--- config.mk ---
export PLATFORM = sky130hd
export DESIGN_NAME = htpc_store
export DESIGN_NICKNAME = d
export VERILOG_FILES = /design/src/rtl/htpc_pkg.sv /design/src/rtl/htpc_store.sv
export SDC_FILE = /design/constraint.sdc
export NUM_CORES = 1
export LEC_CHECK = 0
export BUFFER_PORTS_ARGS = -buffer_cell sky130_fd_sc_hd__buf_2
export CELL_PAD_IN_SITES_DETAIL_PLACEMENT = 0
export CELL_PAD_IN_SITES_GLOBAL_PLACEMENT = 1
export CORE_ASPECT_RATIO = 1.1
export CORE_MARGIN = 2
export CORE_UTILIZATION = 55
export CTS_CLUSTER_SIZE = 28
export DETAILED_ROUTE_END_ITERATION = 10
export PLACE_DENSITY = 0.82
export SLEW_MARGIN = 5
export SYNTH_ARGS = -nofsm -noshare
export SYNTH_HDL_FRONTEND = slang
export SYNTH_SLANG_ARGS = --single-unit
--- constraint.sdc ---
create_clock -name clk -period 1.6 [get_ports clk]
set_input_delay 0.08 -clock clk [delete_from_list [all_inputs] [get_ports clk]]
set_output_delay 0.08 -clock clk [all_outputs]
set_load 0.02 [all_outputs]
--- src/rtl/htpc_pkg.sv ---
// Package for the hash table probe and chain block: sizes, status codes,
// the sequencer's state type and the structs between storage and control.
// No dependencies.
`default_nettype none

package htpc_pkg;

    // Number of table slots. Keep it a power of two (2 to 1024): the home
    // slot is then the low bits of the key.
    localparam int TABLE_SIZE = 16;
    localparam int SLOT_W     = $clog2(TABLE_SIZE);
    localparam int CNT_W      = SLOT_W + 1;
    localparam int KEY_W      = 31;
    localparam int OUT_SLOT_W = 4;

    typedef logic [SLOT_W-1:0] slot_t;
    typedef logic [CNT_W-1:0]  cnt_t;
    typedef logic [KEY_W-1:0]  key_t;

    localparam cnt_t PROBE_LIMIT = CNT_W'(TABLE_SIZE);

    typedef enum logic
    {
        OP_INSERT = 1'b0,
        OP_SEARCH = 1'b1
    } op_t;

    typedef enum logic [1:0]
    {
        ST_INSERTED  = 2'd0,
        ST_FULL      = 2'd1,
        ST_FOUND     = 2'd2,
        ST_NOT_FOUND = 2'd3
    } status_t;

    // Sequencer states, one-hot
    typedef enum logic [5:0]
    {
        S_IDLE   = 6'b000001,
        S_HOME   = 6'b000010,
        S_WALK   = 6'b000100,
        S_FREE   = 6'b001000,
        S_SRCH   = 6'b010000,
        S_FINISH = 6'b100000
    } state_t;

    // One slot as seen by the sequencer
    typedef struct packed
    {
        logic  occupied;
        logic  link_valid;
        slot_t link;
        key_t  key;
    } slot_rd_t;

    // Store of a new key plus the link from the chain end
    typedef struct packed
    {
        logic  key_we;
        slot_t key_addr;
        key_t  key_data;
        logic  link_we;
        slot_t link_addr;
        slot_t link_data;
    } slot_wr_t;

    // Finished result of one request
    typedef struct packed
    {
        status_t                status;
        logic [OUT_SLOT_W-1:0]  slot;
    } result_t;

    // Low bits of a slot index as reported on the result beat
    function automatic logic [OUT_SLOT_W-1:0] report_slot(slot_t s);
        logic [OUT_SLOT_W+SLOT_W-1:0] wide;
        wide = {{OUT_SLOT_W{1'b0}}, s};
        return wide[OUT_SLOT_W-1:0];
    endfunction

endpackage

`default_nettype wire

--- src/rtl/htpc_store.sv ---
// Slot storage: keys, occupied flags, link-valid flags and next links.
// One read address per cycle, one key write and one link write. Uses htpc_pkg.
`default_nettype none

module htpc_store import htpc_pkg::*;
(
    input  wire logic     clk,
    input  wire logic     rst_n,
    input  wire slot_t    rd_addr,
    output slot_rd_t     rd,
    input  wire slot_wr_t wr
);

    logic [TABLE_SIZE-1:0] occupied_reg;
    logic [TABLE_SIZE-1:0] link_valid_reg;
    key_t                  keys_reg  [TABLE_SIZE];
    slot_t                 links_reg [TABLE_SIZE];

    // Flags: cleared by reset, set on writes
    always_ff @(posedge clk or negedge rst_n)
    begin
        if (!rst_n)
        begin
            occupied_reg   <= '0;
            link_valid_reg <= '0;
        end
        else
        begin
            if (wr.key_we)
                occupied_reg[wr.key_addr] <= 1'b1;
            if (wr.link_we)
                link_valid_reg[wr.link_addr] <= 1'b1;
        end
    end

    // Payload: keys and link targets
    always_ff @(posedge clk)
    begin
        if (wr.key_we)
            keys_reg[wr.key_addr] <= wr.key_data;
        if (wr.link_we)
            links_reg[wr.link_addr] <= wr.link_data;
    end

    // Read the slot under the probe pointer
    always_comb
    begin
        rd.occupied   = occupied_reg[rd_addr];
        rd.link_valid = link_valid_reg[rd_addr];
        rd.link       = links_reg[rd_addr];
        rd.key        = keys_reg[rd_addr];
    end

endmodule

`default_nettype wire

# After elaboration in Yosys (flattened, before gate mapping)
# Memories as Yosys holds them, arrays and structs flattened.
# Cells that the tools add are included.
dict set report totals {
  mem_count 2
  inputBits 51
  output_inout_bits 37
  regBits 32
  wordCells 25
  ramBits 560
}
dict set report classes {
  mux 12
  magnitude_cmp 5
  bitwise 2
  reduce_logical 2
}
# memory depth word_bits rd rd_clocked_by_memory_dff wr line
set memory_table {}
lappend memory_table {keys_reg 16 31 1 0 1 htpc_store.sv:16} ;# key_t keys_reg [TABLE_SIZE];
lappend memory_table {links_reg 16 4 1 0 1 htpc_store.sv:17} ;# slot_t links_reg [TABLE_SIZE];
# cell count
set op_table {}
lappend op_table {{OR 16 bit} 2}
lappend op_table {{less-than comparator 4 x 5 -> 1 bit (second input constant)} 3}
lappend op_table {{binary-select mux 1 bit (select 4 bit)} 2}
lappend op_table {{demux 1 bit (select 4 bit)} 2}
lappend op_table {{greater-or-equal comparator 4 x 1 -> 1 bit (second input constant)} 2}
lappend op_table {{two-way mux 1 bit} 8}
lappend op_table {{logical AND 1 bit} 2}

# Longest topological paths before layout
dict set report depth {
  word_depth 5
  mapped_depth 6
  mapped_depth_nobuf 3
}

# Least setup slack after synthesis
# Ideal clock, no wire load.
dict set report synth_path {
  path_kind {input -> register}
  startpoint {in wr[42] (netlist name)}
  endpoint {mem keys_reg[0][0] (netlist name), enable pin}
  arrival_ns 2.761
  setup_ns 0.460
  t_required_ns 1.140
  stages 2
  slack_ns -1.620
  path_buffers 0
  cell_sequence {or3b_2 nor3_1}
}
# item line
set synth_lines {}
lappend synth_lines {{from (decl)} htpc_store.sv:11} ;# input wire slot_wr_t wr
lappend synth_lines {{to (decl)} htpc_store.sv:16}
# Straight into the memory's write port.

==> results.ini <==
[worst_setup_path]
path_cells=mux4_2, a22oi_1, nand2_1, buf_6
r2r-end=occupied_reg[15]
critPathMaxStageDelay_ns=0.49
worstRegToRegCells=1
rr_startpoint=occupied_reg[15]
endpoint_kind=primary output
start_kind=register
crit_type=register to primary output
critical_path.max_fanout=1
crit_slowest_cell=mux4_2
cp.buffers_inverters=1
worstPathArrival_ns=1.96
r2r_slack_ns=0.80
path_delay_family=multiplexers
worstPathRequired_ns=1.52

[global_route]
grt-ovfl-total=0
grt_start_max_net_pins=39
grt_pass1_vias=11400
antenna_found_initial=0
grt_pass1_wl_mm=72.1
grt_usage=0.235

[placement]
routabilityCongestion=0.745
hpwlAfterDp_mm=28.0
port-buffer-count=87

[layout]
layout_common_cells=edfxtp_1 (560), mux4_2 (148), buf_2 (66), clkbuf_16 (53), buf_4 (46)
fillers=2437
layout_commonest_cell=edfxtp_1
largest_register_ffs=496
final_nets=1245
n_antenna_cell=0
final_util=0.666
drive_gt1_frac=0.399
synthToLayoutAreaGrowth_pct=19.7

[pwr]
max-vdd-ir-drop_uv=1000
power_density_nw_per_um2=1190
p_leak_nw=8.71

[detailed_routing]
wl_per_cell_um=27.7
vias_per_cell=6.34
wirelength_mm=48.2
via_count=11000
drc=0
drt_iter0_markers=1143
final_antenna_net_count=0
drt_pass1_iterations=5

[clocking]
cts_root_buf=clkbuf_16
cts.htree.levels=2
clkTransAtPathRegs_ns=0.06
cts_tree=built
clock_latency_ns=0.56
cts_buffer_depth=3
clock-sinks=592
cts_buffers=53

[sta]
worst_slack_ns=-0.440
timing.fmax_mhz=490
rsz0062_at_grt=true
fin_setup_tns_ns=-13.45
relSlewSlack=0.496
worstMarginPinSlew_ns=0.755
report.final.slew_viol_count=0
fin_crit_sh=1.28
setup_viol=37
finalHoldViolCount=0
period_needed_ns=2.04
finClkSkew_ns=0

[synth]
yosys_register_bits=592
yosys-top-cells-area=edfxtp_1 (75%), mux4_2 (15%), dfrtp_1 (3.6%)
netlist-cell-type-count=19
synth_nets=1032
syn_area_um2=22400
yosysSeqAreaShare=0.788
syn_avg_cell_area_um2=22.8
synth_top_area_cell=edfxtp_1
syn_inst=981
yosysWarnings=0
synth_top_cell_area_share=0.752

[floorplan]
die_w_um=196
dieArea_um2=42300
rows=77
pin_count=88
start_util=0.556
core_um2=40200
die_h_um=215

[worst_hold_path]
whs_endpoint=links_reg[0][3]
hold_class=input port to register
whs_path_depth=3
hp-start=wr[4]

[flow_run]
maxCapViolCount=0

[status]
status=complete, but fails checks
violations=setup timing

==> what timing repair did <==
| action | in CTS | in global routing |
|---|---|---|
| gates resized for setup | 53 | 32 |
| endpoints found under the setup margin | 37 | 37 |
| hold buffers | 36 | 0 |
| pin swaps | 35 | 15 |
| setup buffers | 0 | 0 |
| endpoints found under the hold margin | 592 | 0 |
==> final cells by class <==
cell class	instances	area [um^2]	share of cell area
Clock inverter	27	238	0.00889
Timing Repair Buffer	206	2020	0.0754
Multi-Input combinational cell	341	4840	0.181
Sequential cell	592	17600	0.659
Clock buffer	63	1390	0.0521
Tap cell	513	642	0.0240
==> synthesized netlist by cell type, drive strengths merged <==
| cell | count |
|---|---|
| clkbuf | 17 |
| nor3 | 8 |
| dfrtp | 32 |
| mux4 | 148 |
| nor2 | 25 |
| edfxtp | 560 |
| buf | 31 |
| and2 | 1 |
| nand3 | 2 |
| nand2 | 39 |
| nand3b | 4 |
| a22oi | 74 |
| nand2b | 4 |
| or2 | 32 |
| or3b | 2 |
| nor2b | 2 |
==> worst min-delay path: stages <==
cell and delay, ns:
buf_2 0.16, nor3_1 0.07, buf_4 0.15
==> stage by stage <==
stage                     area (um^2)  hold slack (ns)  power (mW)  instances  worst slack, ns
after detailed placement        24400            0.173        20.0       1616          -0.0917
final                           26700           0.0687        31.9       1742           -0.440
after global routing            26700           0.0560        32.8       1742           -0.463
after CTS                       26600           0.0399        32.1       1742           -0.460
after floorplan                 22400           -0.216        19.0        981           -0.467
after global placement          24400            0.166        19.9       1616          -0.0578
==> how the worst max path moves through the flow <==
| stage | from | endpoint | slack [ns] | cells after the start |
|---|---|---|---|---|
| after floorplan | wr[42] | keys_reg[10][0] | -0.47 | 2 |
| after global placement | rd_addr[0] | rd[4] | -0.06 | 7 |
| after detailed placement | rd_addr[0] | rd[24] | -0.09 | 6 |
| after CTS | keys_reg[9][28] | rd[28] | -0.46 | 4 |
| after global routing | keys_reg[9][19] | rd[19] | -0.46 | 4 |
| final | keys_reg[10][22] | rd[22] | -0.44 | 4 |
==> routing by layer <==
metal	global-route usage	up-vias	routed length, um	part of all wire
met4	0.0717	0	1330	0.028
met2	0.381	527	24100	0.50
met1	0.333	5871	18900	0.39
li1	-	4551	-	-
met5	0	-	0	0
met3	0.0409	95	3800	0.079
==> power by group <==
group	leakage, nW	switching (mW)	internal (mW)	total [mW]
combinational	2.52	1.27	1.10	2.37
sequential	5.39	0.138	17.4	17.5
clock	0.800	5.23	6.81	12.0
==> kinds of logic (layout without fill, tap and decap cells) <==
group / Yosys count / after routing / share of synthesized area
multiplexers: 148 / 148 / 0.149
buffers and inverters: 48 / 296 / 0.0118
AO/OA/AOI/OAI: 74 / 74 / 0.0249
AND/OR/NAND/NOR: 119 / 119 / 0.0260
flip-flops: 592 / 592 / 0.788
Power figures use the tool's default switching activity.
